**src/sv/lbpu_pkg.sv**
```systemverilog
// Package for the lossless bitmap pixel unpacker.
// Shared types, reset constants and codes; no dependencies.
package lbpu_pkg;

  // Configuration register indexes
  localparam logic [2:0] REG_PIXEL_FORMAT  = 3'd0;
  localparam logic [2:0] REG_ALPHA_PRESENT = 3'd1;
  localparam logic [2:0] REG_IMAGE_WIDTH   = 3'd2;
  localparam logic [2:0] REG_IMAGE_HEIGHT  = 3'd3;
  localparam logic [2:0] REG_PALETTE_LAST  = 3'd4;

  // Pixel format codes
  localparam logic [1:0] FMT_COLORMAP = 2'd0;
  localparam logic [1:0] FMT_RGB15    = 2'd1;
  localparam logic [1:0] FMT_RGB24    = 2'd2;
  localparam logic [1:0] FMT_UNUSED   = 2'd3;

  // Output item kinds
  localparam logic [1:0] KIND_PALETTE = 2'd0;
  localparam logic [1:0] KIND_INDEX   = 2'd1;
  localparam logic [1:0] KIND_DIRECT  = 2'd2;

  // Register reset values
  localparam logic [1:0]  RST_PIXEL_FORMAT  = FMT_RGB24;
  localparam logic        RST_ALPHA_PRESENT = 1'b0;
  localparam logic [15:0] RST_IMAGE_WIDTH   = 16'd1;
  localparam logic [15:0] RST_IMAGE_HEIGHT  = 16'd1;
  localparam logic [7:0]  RST_PALETTE_LAST  = 8'd0;

  // Queue depth between front and back
  localparam int QUEUE_DEPTH = 2;

  // Byte-parser phase, one-hot
  typedef enum logic [3:0] {
    PH_PALETTE = 4'b0001,
    PH_PIXELS  = 4'b0010,
    PH_PAD     = 4'b0100,
    PH_DONE    = 4'b1000
  } phase_t;

  // Layout of the collected bytes in a request
  typedef enum logic [2:0] {
    IT_PAL3  = 3'd0,
    IT_PAL4  = 3'd1,
    IT_INDEX = 3'd2,
    IT_RGB15 = 3'd3,
    IT_RGB24 = 3'd4,
    IT_ARGB  = 3'd5
  } item_type_t;

  // One classified request from front to back
  typedef struct packed {
    item_type_t  itype;
    logic [31:0] bytes;      // item bytes, last received in the low byte
    logic [7:0]  pal_index;  // palette entry number
    logic [15:0] x;
    logic [15:0] y;
    logic        last;
  } rec_t;

endpackage

```
**src/sv/lossless_bitmap_pixel_unpacker.sv**
```systemverilog
// Lossless bitmap pixel unpacker, top level. Depends on lbpu_pkg and the
// lbpu_front, lbpu_queue and lbpu_back modules.
// Path: the front pushes a completed item into the queue; the back loads it
//   into the output register once that register is free.
// Throughput: one byte per cycle while the queue has room, set by the parser.
// Reset: synchronous rst restores register defaults (RGB24, 1x1, no alpha).
module lossless_bitmap_pixel_unpacker #(
  parameter int QUEUE_DEPTH = lbpu_pkg::QUEUE_DEPTH
) (
  input  logic        clk,
  input  logic        rst,
  input  logic        cfg_we,
  input  logic [2:0]  cfg_index,
  input  logic [15:0] cfg_data,
  input  logic        s_tvalid,
  output logic        s_tready,
  input  logic [7:0]  s_tdata,   // data_byte
  output logic        m_tvalid,
  input  logic        m_tready,
  // entry_index, red, green, blue, alpha, pixel_x, pixel_y (from bit 0 up)
  output logic [71:0] m_tdata,
  output logic [1:0]  m_tuser,   // item_kind
  output logic        m_tlast    // last_pixel
);

  logic           q_full;
  logic           push;
  lbpu_pkg::rec_t push_rec;
  logic           pop;
  logic           q_not_empty;
  lbpu_pkg::rec_t q_head;
  logic [7:0]     entry_index, red, green, blue, alpha;
  logic [15:0]    pixel_x, pixel_y;

  assign s_tready = !q_full;

  // Byte parser
  lbpu_front u_front (
    .clk       (clk),
    .rst       (rst),
    .cfg_we    (cfg_we),
    .cfg_index (cfg_index),
    .cfg_data  (cfg_data),
    .in_valid  (s_tvalid && s_tready),
    .in_byte   (s_tdata),
    .push      (push),
    .push_rec  (push_rec)
  );

  // Request queue
  lbpu_queue #(
    .DEPTH (QUEUE_DEPTH)
  ) u_queue (
    .clk       (clk),
    .rst       (rst),
    .push      (push),
    .push_rec  (push_rec),
    .full      (q_full),
    .pop       (pop),
    .not_empty (q_not_empty),
    .head      (q_head)
  );

  // Result formatter and output register
  lbpu_back u_back (
    .clk         (clk),
    .rst         (rst),
    .q_not_empty (q_not_empty),
    .q_head      (q_head),
    .pop         (pop),
    .out_valid   (m_tvalid),
    .out_ready   (m_tready),
    .item_kind   (m_tuser),
    .entry_index (entry_index),
    .red         (red),
    .green       (green),
    .blue        (blue),
    .alpha       (alpha),
    .pixel_x     (pixel_x),
    .pixel_y     (pixel_y),
    .last_pixel  (m_tlast)
  );

  assign m_tdata = {pixel_y, pixel_x, alpha, blue, green, red, entry_index};

endmodule

```
**src/sv/lbpu_front.sv**
```systemverilog
// Front of the unpacker: configuration registers and the byte parser.
// Collects bytes into items, swallows row padding, pushes rec_t requests.
// Depends on lbpu_pkg.
module lbpu_front (
  input  logic                clk,
  input  logic                rst,
  input  logic                cfg_we,
  input  logic [2:0]          cfg_index,
  input  logic [15:0]         cfg_data,
  input  logic                in_valid,
  input  logic [7:0]          in_byte,
  output logic                push,
  output lbpu_pkg::rec_t      push_rec
);

  // Configuration registers
  logic [1:0]  pixel_format, pixel_format_next;
  logic        alpha_present, alpha_present_next;
  logic [15:0] image_width, image_width_next;
  logic [15:0] image_height, image_height_next;
  logic [7:0]  palette_last, palette_last_next;
  logic        restart;

  // Parser state
  lbpu_pkg::phase_t phase, phase_next;
  logic [1:0]  byte_in_item, byte_in_item_next;
  logic [23:0] held_bytes, held_bytes_next;
  logic [7:0]  palette_counter, palette_counter_next;
  logic [15:0] column, column_next;
  logic [15:0] row, row_next;
  logic [1:0]  row_bytes_mod4, row_bytes_mod4_next;
  logic [1:0]  pad_remaining, pad_remaining_next;

  logic [1:0]  last_byte;      // byte_in_item value that completes an item
  logic [1:0]  rbm_inc;
  logic [1:0]  pad;
  logic [16:0] col_plus1;
  logic [16:0] row_plus1;
  logic        row_end;
  logic        img_end;
  logic        pix_ok;

  // Register writes; any known index restarts the stream
  always_comb begin
    pixel_format_next  = pixel_format;
    alpha_present_next = alpha_present;
    image_width_next   = image_width;
    image_height_next  = image_height;
    palette_last_next  = palette_last;
    restart            = 1'b0;
    if (cfg_we) begin
      case (cfg_index)
        lbpu_pkg::REG_PIXEL_FORMAT: begin
          pixel_format_next = cfg_data[1:0];
          restart = 1'b1;
        end
        lbpu_pkg::REG_ALPHA_PRESENT: begin
          alpha_present_next = cfg_data[0];
          restart = 1'b1;
        end
        lbpu_pkg::REG_IMAGE_WIDTH: begin
          image_width_next = cfg_data;
          restart = 1'b1;
        end
        lbpu_pkg::REG_IMAGE_HEIGHT: begin
          image_height_next = cfg_data;
          restart = 1'b1;
        end
        lbpu_pkg::REG_PALETTE_LAST: begin
          palette_last_next = cfg_data[7:0];
          restart = 1'b1;
        end
        default: restart = 1'b0;
      endcase
    end
  end

  // Shared position arithmetic
  assign col_plus1 = {1'b0, column} + 17'd1;
  assign row_plus1 = {1'b0, row} + 17'd1;
  assign row_end   = col_plus1 >= {1'b0, image_width};
  assign img_end   = (col_plus1 == {1'b0, image_width}) &&
                     (row_plus1 == {1'b0, image_height});
  assign rbm_inc   = row_bytes_mod4 + 2'd1;
  assign pad       = 2'd0 - rbm_inc;
  assign pix_ok    = (pixel_format_next != lbpu_pkg::FMT_UNUSED) &&
                     (image_width_next != 16'd0) &&
                     (image_height_next != 16'd0);

  // Completing byte index of the current item
  always_comb begin
    if (phase == lbpu_pkg::PH_PALETTE) begin
      last_byte = alpha_present ? 2'd3 : 2'd2;
    end else begin
      case (pixel_format)
        lbpu_pkg::FMT_COLORMAP: last_byte = 2'd0;
        lbpu_pkg::FMT_RGB15:    last_byte = 2'd1;
        default:                last_byte = alpha_present ? 2'd3 : 2'd2;
      endcase
    end
  end

  // Parser next state and request build
  always_comb begin
    phase_next           = phase;
    byte_in_item_next    = byte_in_item;
    held_bytes_next      = held_bytes;
    palette_counter_next = palette_counter;
    column_next          = column;
    row_next             = row;
    row_bytes_mod4_next  = row_bytes_mod4;
    pad_remaining_next   = pad_remaining;
    push                 = 1'b0;
    push_rec.itype       = lbpu_pkg::IT_RGB24;
    push_rec.bytes       = {held_bytes, in_byte};
    push_rec.pal_index   = palette_counter;
    push_rec.x           = column;
    push_rec.y           = row;
    push_rec.last        = img_end;

    if (restart) begin
      byte_in_item_next    = 2'd0;
      held_bytes_next      = 24'd0;
      palette_counter_next = 8'd0;
      column_next          = 16'd0;
      row_next             = 16'd0;
      row_bytes_mod4_next  = 2'd0;
      pad_remaining_next   = 2'd0;
      if (pixel_format_next == lbpu_pkg::FMT_COLORMAP) begin
        phase_next = lbpu_pkg::PH_PALETTE;
      end else if (pix_ok) begin
        phase_next = lbpu_pkg::PH_PIXELS;
      end else begin
        phase_next = lbpu_pkg::PH_DONE;
      end
    end else if (in_valid) begin
      case (phase)
        lbpu_pkg::PH_PALETTE: begin
          if (byte_in_item != last_byte) begin
            held_bytes_next   = {held_bytes[15:0], in_byte};
            byte_in_item_next = byte_in_item + 2'd1;
          end else begin
            push              = 1'b1;
            push_rec.itype    = alpha_present ? lbpu_pkg::IT_PAL4 : lbpu_pkg::IT_PAL3;
            push_rec.x        = 16'd0;
            push_rec.y        = 16'd0;
            push_rec.last     = 1'b0;
            byte_in_item_next = 2'd0;
            held_bytes_next   = 24'd0;
            if (palette_counter == palette_last) begin
              palette_counter_next = 8'd0;
              phase_next = pix_ok ? lbpu_pkg::PH_PIXELS : lbpu_pkg::PH_DONE;
            end else begin
              palette_counter_next = palette_counter + 8'd1;
            end
          end
        end
        lbpu_pkg::PH_PIXELS: begin
          row_bytes_mod4_next = rbm_inc;
          if (byte_in_item != last_byte) begin
            held_bytes_next   = {held_bytes[15:0], in_byte};
            byte_in_item_next = byte_in_item + 2'd1;
          end else begin
            push = 1'b1;
            case (pixel_format)
              lbpu_pkg::FMT_COLORMAP: push_rec.itype = lbpu_pkg::IT_INDEX;
              lbpu_pkg::FMT_RGB15:    push_rec.itype = lbpu_pkg::IT_RGB15;
              default: push_rec.itype = alpha_present ? lbpu_pkg::IT_ARGB
                                                      : lbpu_pkg::IT_RGB24;
            endcase
            byte_in_item_next = 2'd0;
            held_bytes_next   = 24'd0;
            if (row_end) begin
              column_next         = 16'd0;
              row_bytes_mod4_next = 2'd0;
              if (pad != 2'd0) begin
                pad_remaining_next = pad;
                phase_next         = lbpu_pkg::PH_PAD;
              end else if (row_plus1 >= {1'b0, image_height}) begin
                phase_next = lbpu_pkg::PH_DONE;
              end else begin
                row_next = row_plus1[15:0];
              end
            end else begin
              column_next = col_plus1[15:0];
            end
          end
        end
        lbpu_pkg::PH_PAD: begin
          pad_remaining_next = pad_remaining - 2'd1;
          if (pad_remaining == 2'd1) begin
            if (row_plus1 >= {1'b0, image_height}) begin
              phase_next = lbpu_pkg::PH_DONE;
            end else begin
              row_next   = row_plus1[15:0];
              phase_next = lbpu_pkg::PH_PIXELS;
            end
          end
        end
        default: phase_next = phase;
      endcase
    end
  end

  // State registers
  always_ff @(posedge clk) begin
    if (rst) begin
      pixel_format    <= lbpu_pkg::RST_PIXEL_FORMAT;
      alpha_present   <= lbpu_pkg::RST_ALPHA_PRESENT;
      image_width     <= lbpu_pkg::RST_IMAGE_WIDTH;
      image_height    <= lbpu_pkg::RST_IMAGE_HEIGHT;
      palette_last    <= lbpu_pkg::RST_PALETTE_LAST;
      phase           <= lbpu_pkg::PH_PIXELS;
      byte_in_item    <= 2'd0;
      held_bytes      <= 24'd0;
      palette_counter <= 8'd0;
      column          <= 16'd0;
      row             <= 16'd0;
      row_bytes_mod4  <= 2'd0;
      pad_remaining   <= 2'd0;
    end else begin
      pixel_format    <= pixel_format_next;
      alpha_present   <= alpha_present_next;
      image_width     <= image_width_next;
      image_height    <= image_height_next;
      palette_last    <= palette_last_next;
      phase           <= phase_next;
      byte_in_item    <= byte_in_item_next;
      held_bytes      <= held_bytes_next;
      palette_counter <= palette_counter_next;
      column          <= column_next;
      row             <= row_next;
      row_bytes_mod4  <= row_bytes_mod4_next;
      pad_remaining   <= pad_remaining_next;
    end
  end

endmodule

```
**src/sv/lbpu_queue.sv**
```systemverilog
// Small request queue between the unpacker front and back.
// Register-array FIFO of rec_t entries; depends on lbpu_pkg.
module lbpu_queue #(
  parameter int DEPTH = lbpu_pkg::QUEUE_DEPTH  // 2 or more
) (
  input  logic            clk,
  input  logic            rst,
  input  logic            push,
  input  lbpu_pkg::rec_t  push_rec,
  output logic            full,
  input  logic            pop,
  output logic            not_empty,
  output lbpu_pkg::rec_t  head
);

  localparam int PTR_W = $clog2(DEPTH);
  localparam int CNT_W = $clog2(DEPTH + 1);

  lbpu_pkg::rec_t mem [DEPTH];
  logic [PTR_W-1:0] wr_ptr, rd_ptr;
  logic [CNT_W-1:0] count;

  assign full      = count == CNT_W'(DEPTH);
  assign not_empty = count != '0;
  assign head      = mem[rd_ptr];

  // Storage
  always_ff @(posedge clk) begin
    if (push) begin
      mem[wr_ptr] <= push_rec;
    end
  end

  // Pointers and fill count
  always_ff @(posedge clk) begin
    if (rst) begin
      wr_ptr <= '0;
      rd_ptr <= '0;
      count  <= '0;
    end else begin
      if (push) begin
        wr_ptr <= (wr_ptr == PTR_W'(DEPTH - 1)) ? '0 : wr_ptr + 1'b1;
      end
      if (pop) begin
        rd_ptr <= (rd_ptr == PTR_W'(DEPTH - 1)) ? '0 : rd_ptr + 1'b1;
      end
      if (push && !pop) begin
        count <= count + 1'b1;
      end else if (pop && !push) begin
        count <= count - 1'b1;
      end
    end
  end

endmodule

```
**src/sv/lbpu_back.sv**
```systemverilog
// Back of the unpacker: splits queued requests into color fields.
// Holds the output register of the result stream; depends on lbpu_pkg.
module lbpu_back (
  input  logic            clk,
  input  logic            rst,
  input  logic            q_not_empty,
  input  lbpu_pkg::rec_t  q_head,
  output logic            pop,
  output logic            out_valid,
  input  logic            out_ready,
  output logic [1:0]      item_kind,
  output logic [7:0]      entry_index,
  output logic [7:0]      red,
  output logic [7:0]      green,
  output logic [7:0]      blue,
  output logic [7:0]      alpha,
  output logic [15:0]     pixel_x,
  output logic [15:0]     pixel_y,
  output logic            last_pixel
);

  logic [1:0] kind_d;
  logic [7:0] index_d, red_d, green_d, blue_d, alpha_d;

  assign pop = q_not_empty && (!out_valid || out_ready);

  // Field split by item layout
  always_comb begin
    kind_d  = lbpu_pkg::KIND_DIRECT;
    index_d = 8'd0;
    red_d   = q_head.bytes[23:16];
    green_d = q_head.bytes[15:8];
    blue_d  = q_head.bytes[7:0];
    alpha_d = 8'hFF;
    case (q_head.itype)
      lbpu_pkg::IT_PAL3: begin
        kind_d  = lbpu_pkg::KIND_PALETTE;
        index_d = q_head.pal_index;
      end
      lbpu_pkg::IT_PAL4: begin
        kind_d  = lbpu_pkg::KIND_PALETTE;
        index_d = q_head.pal_index;
        red_d   = q_head.bytes[31:24];
        green_d = q_head.bytes[23:16];
        blue_d  = q_head.bytes[15:8];
        alpha_d = q_head.bytes[7:0];
      end
      lbpu_pkg::IT_INDEX: begin
        kind_d  = lbpu_pkg::KIND_INDEX;
        index_d = q_head.bytes[7:0];
        red_d   = 8'd0;
        green_d = 8'd0;
        blue_d  = 8'd0;
        alpha_d = 8'd0;
      end
      lbpu_pkg::IT_RGB15: begin
        // top bit skipped, then 5-bit red, green, blue
        red_d   = {3'd0, q_head.bytes[14:10]};
        green_d = {3'd0, q_head.bytes[9:5]};
        blue_d  = {3'd0, q_head.bytes[4:0]};
      end
      lbpu_pkg::IT_ARGB: begin
        alpha_d = q_head.bytes[31:24];
      end
      default: alpha_d = 8'hFF;
    endcase
  end

  // Output valid
  always_ff @(posedge clk) begin
    if (rst) begin
      out_valid <= 1'b0;
    end else if (pop) begin
      out_valid <= 1'b1;
    end else if (out_ready) begin
      out_valid <= 1'b0;
    end
  end

  // Output payload
  always_ff @(posedge clk) begin
    if (pop) begin
      item_kind   <= kind_d;
      entry_index <= index_d;
      red         <= red_d;
      green       <= green_d;
      blue        <= blue_d;
      alpha       <= alpha_d;
      pixel_x     <= q_head.x;
      pixel_y     <= q_head.y;
      last_pixel  <= q_head.last;
    end
  end

endmodule

```
**config.mk**
```make
export PLATFORM = sky130hd
export DESIGN_NAME = lossless_bitmap_pixel_unpacker
export DESIGN_NICKNAME = d
export VERILOG_FILES = /design/src/sv/lbpu_pkg.sv /design/src/sv/lossless_bitmap_pixel_unpacker.sv /design/src/sv/lbpu_front.sv /design/src/sv/lbpu_queue.sv /design/src/sv/lbpu_back.sv
export SDC_FILE = /design/constraint.sdc
export NUM_CORES = 1
export LEC_CHECK = 0
export BUFFER_PORTS_ARGS = -buffer_cell sky130_fd_sc_hd__buf_2
export CAP_MARGIN = 20
export CORE_ASPECT_RATIO = 1.1
export CORE_UTILIZATION = 60
export DETAILED_ROUTE_END_ITERATION = 12
export PLACE_DENSITY = 0.79
export SKIP_LAST_GASP = 1
export SYNTH_ARGS = -nofsm -noshare
export SYNTH_HDL_FRONTEND = slang
export SYNTH_HIERARCHICAL = 1
export SYNTH_SLANG_ARGS = --single-unit
```
**constraint.sdc**
```tcl
create_clock -name clk -period 16.08 [get_ports clk]
set_input_delay 1.608 -clock clk [delete_from_list [all_inputs] [get_ports clk]]
set_output_delay 1.608 -clock clk [all_outputs]
set_load 0.005 [all_outputs]
```
==> results of run 1 <==
[worst min-delay path by stage]
stage	startpoint	end	slack (ns)	cells after the start
after global routing	u_front/held_bytes[23]$_SDFFE_PP0P_	u_queue/mem[1][72]$_DFFE_PP_	0.48	0
after CTS	u_front/held_bytes[18]$_SDFFE_PP0P_	u_queue/mem[1][67]$_DFFE_PP_	0.46	0
after detailed placement	u_front/held_bytes[18]$_SDFFE_PP0P_	u_queue/mem[0][67]$_DFFE_PP_	0.44	0
final	u_front/held_bytes[18]$_SDFFE_PP0P_	u_queue/mem[0][67]$_DFFE_PP_	0.46	0
after global placement	u_front/held_bytes[18]$_SDFFE_PP0P_	u_queue/mem[0][67]$_DFFE_PP_	0.43	0
after floorplan	u_front/held_bytes[16]$_SDFFE_PP0P_	u_queue/mem[0][65]$_DFFE_PP_	0.43	0
[layout make-up]
cell class                 instances  area (µm²)
fill                            1907        7980
tap                              346         433
clock buffer                      46         970
multi-input combinational        886        5900
clock inverter                    16         151
sequential                       350        9280
inverter                          43         161
timing repair buffer             118         613
[worst register-to-register path, stage by stage (launching register included)]
cell and delay (ns):
dfxtp_1 0.41, ha_1 0.30, nand3_1 0.13, nor4_1 0.57
and3_1 0.32, nand3_1 0.12, xnor2_1 0.22, ha_1 0.28
and3_1 0.20, a221oi_1 0.33, o2111ai_1 0.23, a22oi_2 1.06
o21ai_0 0.24, a21oi_1 0.16
[metrics by stage]
step	instance area (µm²)	power [mW]	utilization [%]	hold slack [ns]
6_report	17500	2.31	68.7	0.457
5_1_grt	17500	2.40	68.7	0.479
4_1_cts	17500	2.32	68.7	0.458
3_5_place_dp	16400	1.53	64.3	0.444
3_3_place_gp	16400	1.52	64.3	0.431
2_1_floorplan	15700	1.42	-	0.425
[power by group]
group          switching [mW]  internal [mW]
registers              0.0424           1.07
logic                   0.235          0.165
clock network           0.324          0.473
total                   0.602           1.71
[flip-flops by register name (all words and copies together) (netlist names), 4 cells and up, named ones only]
name / count
u_queue/mem: 152
u_front/held_bytes: 24
u_back/pixel_x: 16
u_back/pixel_y: 16
u_front/column: 16
u_front/image_height: 16
u_front/image_width: 16
u_front/row: 16
u_back/alpha: 8
u_back/blue: 8
u_back/entry_index: 8
u_back/green: 8
u_back/red: 8
u_front/palette_counter: 8
u_front/palette_last: 8
u_front/phase: 4
[cell usage after synthesis (all sizes together), types with 12 or more instances]
cell | n | area share (%)
xor2 | 27 | 1.5
o31ai | 12 | 0.57
xnor2 | 21 | 1.2
o21ai | 45 | 1.4
edfxtp | 227 | 43
nor3 | 14 | 0.45
clkbuf | 45 | 1.1
nand3 | 65 | 2.1
mux2 | 76 | 6.4
nand4 | 12 | 0.48
nand2 | 173 | 4.1
nor2b | 14 | 0.56
and2 | 35 | 1.4
ha | 38 | 3.0
a21oi | 119 | 3.8
mux2i | 26 | 1.7
buf | 35 | 1.6
dfxtp | 123 | 16
a32oi | 14 | 0.78
nor2 | 75 | 1.9
nor4 | 20 | 0.80
inv | 43 | 1.0
[kinds of logic after synthesis]
| family | Yosys count |
|---|---|
| flops | 350 |
| fa+ha+maj | 38 |
| compound gates | 226 |
| mux | 104 |
| simple gates | 470 |
| buf+inv | 123 |
| xor+xnor | 48 |
[layer usage]
| metal | vias up | routed length (µm) |
|---|---|---|
| met1 | 5085 | 14000 |
| met2 | 417 | 15500 |
| li1 | 5076 | - |
| met5 | - | 0 |
| met4 | 0 | 520 |
| met3 | 47 | 2190 |
==> impl_metrics.ini, run 1 <==
[worst_setup_path]
cp_cell_sequence = ha_1 > nand3_1 > nor4_1 > and3_1 > nand3_1 > xnor2_1 > ha_1 > and3_1 > a221oi_1 > o2111ai_1 > a22oi_2 > o21ai_0 > a21oi_1
r2r_start = u_front/column[0]$_SDFFE_PP0P_
cp_slowest_stage_delay_ns = 1.06
critical_path_class = flip-flop to flip-flop
crit_start = u_front/column[0]$_SDFFE_PP0P_
cp-endpoint = u_front/row[0]$_SDFFE_PP0P_
ff2ff_path_depth = 13
timing.rr.end = u_front/row[0]$_SDFFE_PP0P_
cp_top_family = compound AO/OA/AOI/OAI gates
cp.depth = 13
end_kind = flip-flop
critical-path-slowest-cell = a22oi_2
path_buf_inv = 0
arrival_ns = 5.07
cp.required_ns = 16.51
worst-path-max-fanout = 32
reg2reg_slack_ns = 11.44
start_kind = flip-flop

[floorplan]
fp.dieH_um = 172
start_util_pct = 61.7
pin_count = 109
rows = 61
core_area_mm2 = 0.0255
die_area_mm2 = 0.0269
die_x_um = 156

[global_routing]
grt-ovfl-total = 0
grt_pass1_vias = 9670
use_met2_pct = 39.2
grt_use_total_pct = 24.1
met3_usage_pct = 3.40
busiest_layer = met2
use_met1_pct = 34.1
grt_max_degree = 77
grt_pass1_wl_um = 50500
antenna_found_initial = 0

[placed_design]
hpwl_um = 21100
io_buffers = 108
placed_cells = 1743
post-place-ws_ns = 11.50
routabilityCongestion = 0.909

[routing]
vias_per_cell = 5.89
vias = 10600
wl_per_cell_um = 17.9
wl_um = 32200
firstDrtPassIters = 7
ant_nets = 0
first_iter_violations = 841
route.detailed.drc = 0

[yosys]
synth_flop_cell = edfxtp_1
synthAdderAreaFrac_pct = 3.02
yosys_warnings = 6
ys_ff_latch = 350
seq_area_frac_synth_pct = 59.0
netlist_instances = 1359
synthDistinctLibCells = 67
synth_mux_area_share_pct = 8.33
synth_edf_count = 227
synth_area_mm2 = 0.0157
synth_compound_area_share_pct = 8.45
synthSimpleGateAreaFrac_pct = 14.9
synthXorXnorAreaFrac_pct = 2.67
synth_top_family_by_area = simple AND/OR/NAND/NOR gates
async_flop_share_pct = 0
synth_nets = 1429
synth_area_per_cell_um2 = 11.6

[clock_tree]
clockBufferDepth = 3
cts_buffers = 35
cts_max_level = 2
cts_hold_buf = 0
root_buffer = clkbuf_16
clk_latency_ns = 0.51
post-cts-setup-buffers = 0
cts_resized = 0
clk_pin_slew_worst_paths_ns = 0.06
cts.sinks = 350
tritoncts = done

[timing]
setup-violations-final = 0
hold_violations = 0
grt_setup_unrepaired = no
fin_setup_tns_ns = 0
slew_viol_final = 0
tightest_slew_ns = 1.27
fin_skew_ns = 0.00823
finalWorstSetupSlack_ns = 11.44
clock.fmax_mhz = 216
relSlewSlack_pct = 15.4
fin_crit_ns = 4.64
fin_crit_sh_pct = 28.8

[power]
max-vdd-ir-drop_uv = 90.2
power.density_mw_per_mm2 = 132
power.leakage_nw = 6.42

[finish]
stdcell_count = 1805
antennaDiodeCount = 0
final_cell_mix = edfxtp_1, nand2_1, dfxtp_1
area_growth_pct = 11.3
layout_commonest_cell = edfxtp_1
drive_gt1_share_pct = 18.4
fin_nets = 1504

[outcome]
outcome = complete, no violations

[min_path]
hp-class = flip-flop to flip-flop

[run]
cap_violations = 0
Note: power is estimated with default switching activity, not from simulation.
==> run 2: changes to the inputs <==
Settings changed: CORE_UTILIZATION 60 to 55, PLACE_DENSITY 0.79 to 0.77.
Clock period 16.08 ns to 3.8 ns, I/O delays scaled along.
==> run 2 against run 1 <==
Net effect:
- clock skew grew 0.014 ns
- setup slack lost 11 ns
- clock power grew to 4.2 times the previous value
- routed wire length grew 4.1%
- via count grew 2.1%
- combinational power grew to 4.4 times the previous value
- fmax grew 28%
- global-route usage shrank 1.1 points
- worst hold slack lost 0.36 ns
- critical path type unchanged
- largest cell class unchanged
==> impl_metrics.ini, run 2 (synthesis results as in run 1) <==
[outcome]
outcome = complete, no violations

[routing]
route.detailed.drc = 0
wl_um = 33600
first_iter_violations = 871
firstDrtPassIters = 5
wl_per_cell_um = 18.1
vias = 10900
vias_per_cell = 5.86
ant_nets = 0

[clock_tree]
clk_latency_ns = 0.52
cts_max_level = 2
cts_buffers = 35
cts.sinks = 350
clk_pin_slew_worst_paths_ns = 0.06
clockBufferDepth = 3
root_buffer = clkbuf_16
cts_hold_buf = 0
tritoncts = done

[finish]
nFillCells = 2088
final_cell_mix = edfxtp_1, nand2_1, a21oi_1, dfxtp_1, buf_2
antennaDiodeCount = 0
area_growth_pct = 13.7
top_regs = u_queue/mem: 152 flops, u_front/held_bytes: 24 flops
largest_reg_flops = 152
largest-register = u_queue/mem
layout_commonest_cell = edfxtp_1
design_area_mm2 = 0.0179
drive_gt1_share_pct = 21.6
fin_nets = 1532

[timing]
fin_skew_ns = 0.0226
hold_ws_ns = 0.0937
relSlewSlack_pct = 31.5
fin_crit_ns = 3.63
slew_viol_final = 0
finalWorstSetupSlack_ns = 0.165
grt_setup_unrepaired = no
tightest_slew_ns = 1.03
clock.fmax_mhz = 275
setup-violations-final = 0
fin_crit_sh_pct = 95.7
hold_violations = 0
fin_setup_tns_ns = 0

[power]
power.leakage_nw = 6.62
max-vdd-ir-drop_uv = 753
power.density_mw_per_mm2 = 546

[global_routing]
grt-ovfl-total = 0
grt_max_degree = 77
grt_pass1_vias = 10500
grt_pass1_wl_um = 53200
antenna_found_initial = 0
grt_use_total_pct = 23.0

[floorplan]
fp.dieH_um = 179
core_area_mm2 = 0.0279
pin_count = 109
start_util_pct = 56.3
die_x_um = 163
rows = 64
die_area_mm2 = 0.0293

[worst_setup_path]
crit_start = u_front/column[1]$_SDFFE_PP0P_
critical_path_class = flip-flop to flip-flop
cp_top_family = simple AND/OR/NAND/NOR gates
arrival_ns = 4.06
cp-endpoint = u_front/row[6]$_SDFFE_PP0P_
cp_cell_sequence = ha_1 > nand3_1 > nor4_4 > and3_1 > nand3_1 > xnor2_1 > ha_1 > and3_1 > nand2_1 > o2111ai_2 > a22oi_2 > buf_6 > or4_1 > a21oi_1
reg2reg_slack_ns = 0.17
cp.depth = 14
r2r_start = u_front/column[1]$_SDFFE_PP0P_
critical-path-slowest-cell = or4_1
cp_slowest_stage_delay_ns = 0.51
cp.required_ns = 4.22
path_buf_inv = 1
end_kind = flip-flop
worst-path-max-fanout = 32
ff2ff_path_depth = 14
timing.rr.end = u_front/row[6]$_SDFFE_PP0P_
start_kind = flip-flop

[min_path]
hp-class = input pin to flip-flop

[placed_design]
post-place-ws_ns = -0.131
io_buffers = 108
placed_area_mm2 = 0.0167
hpwl_um = 22000
routabilityCongestion = 0.871

[run]
cap_violations = 0
## run 2: cell count changes in the layout (fill, tap and decap cells not counted), moves of 3 or more
cell | before | now
buf_12 | 0 | 3
buf_4 | 9 | 34
clkbuf_8 | 1 | 5
clkinv_1 | 5 | 2
dfxtp_1 | 122 | 119
dfxtp_2 | 0 | 3
nand3_1 | 65 | 61
nand3_2 | 0 | 4
nor2_1 | 71 | 68
nor2_2 | 3 | 6
nor4_1 | 20 | 17
## run 2: power by group
part           switching, mW  internal [mW]  leakage (nW)
clock network           1.42           1.92         0.552
registers              0.157           4.52          3.23
logic                   1.04          0.718          2.83
total                   2.61           7.16          6.62
## run 2: cell type report
type / instances / area [µm²] / area share [%]
well taps: 363 / 454 / 2.54
inverters: 43 / 161 / 0.902
clock inverters: 17 / 135 / 0.755
repair buffers: 146 / 867 / 4.85
multi-input cells: 886 / 6000 / 33.5
flip-flops and latches: 350 / 9290 / 51.9
clock buffers: 47 / 992 / 5.54
## run 2: timing repair
item,CTS,global route
endpoints found under the setup margin,14,34
pin swaps,0,1
buffers inserted,0,2
gates resized for setup,1,20
endpoints found under the hold margin,0,0
## run 2: worst min path at each step
stage / start / to / cells after the start
3_5_place_dp: u_front/held_bytes[17]$_SDFFE_PP0P_ / u_queue/mem[0][66]$_DFFE_PP_ / 0
6_report: s_tdata[0] / u_queue/mem[0][41]$_DFFE_PP_ / 1
5_1_grt: s_tdata[4] / u_queue/mem[0][45]$_DFFE_PP_ / 1
2_1_floorplan: u_front/held_bytes[16]$_SDFFE_PP0P_ / u_queue/mem[0][65]$_DFFE_PP_ / 0
4_1_cts: s_tdata[0] / u_queue/mem[0][41]$_DFFE_PP_ / 1
3_3_place_gp: u_front/held_bytes[23]$_SDFFE_PP0P_ / u_queue/mem[0][72]$_DFFE_PP_ / 0
## run 2: per-stage QoR
stage	instances	power, mW	util, %
final	1852	9.78	64.0
after global routing	1852	10.2	64.0
after CTS	1850	9.84	63.7
after detailed placement	1786	6.51	59.6
after global placement	1786	6.46	59.6
after floorplan	1359	5.95	-
## run 2: worst reg2reg max path, cell delays in order, from the launching register on
cell and delay (ns):
dfxtp_1 0.39, ha_1 0.19, nand3_1 0.15, nor4_4 0.29, and3_1 0.27, nand3_1 0.11, xnor2_1 0.17, ha_1 0.30
and3_1 0.21, nand2_1 0.09, o2111ai_2 0.28, a22oi_2 0.14, buf_6 0.25, or4_1 0.52, a21oi_1 0.20
## run 2: per-layer routing
layer,wire length (µm),share of wire (%),up-vias,track usage (%)
met2,16400,49,398,39.3
met4,960,2.9,0,8.53
met5,0,0,-,0
met3,2110,6.3,67,3.06
li1,-,-,5128,-
met1,14100,42,5260,29.9
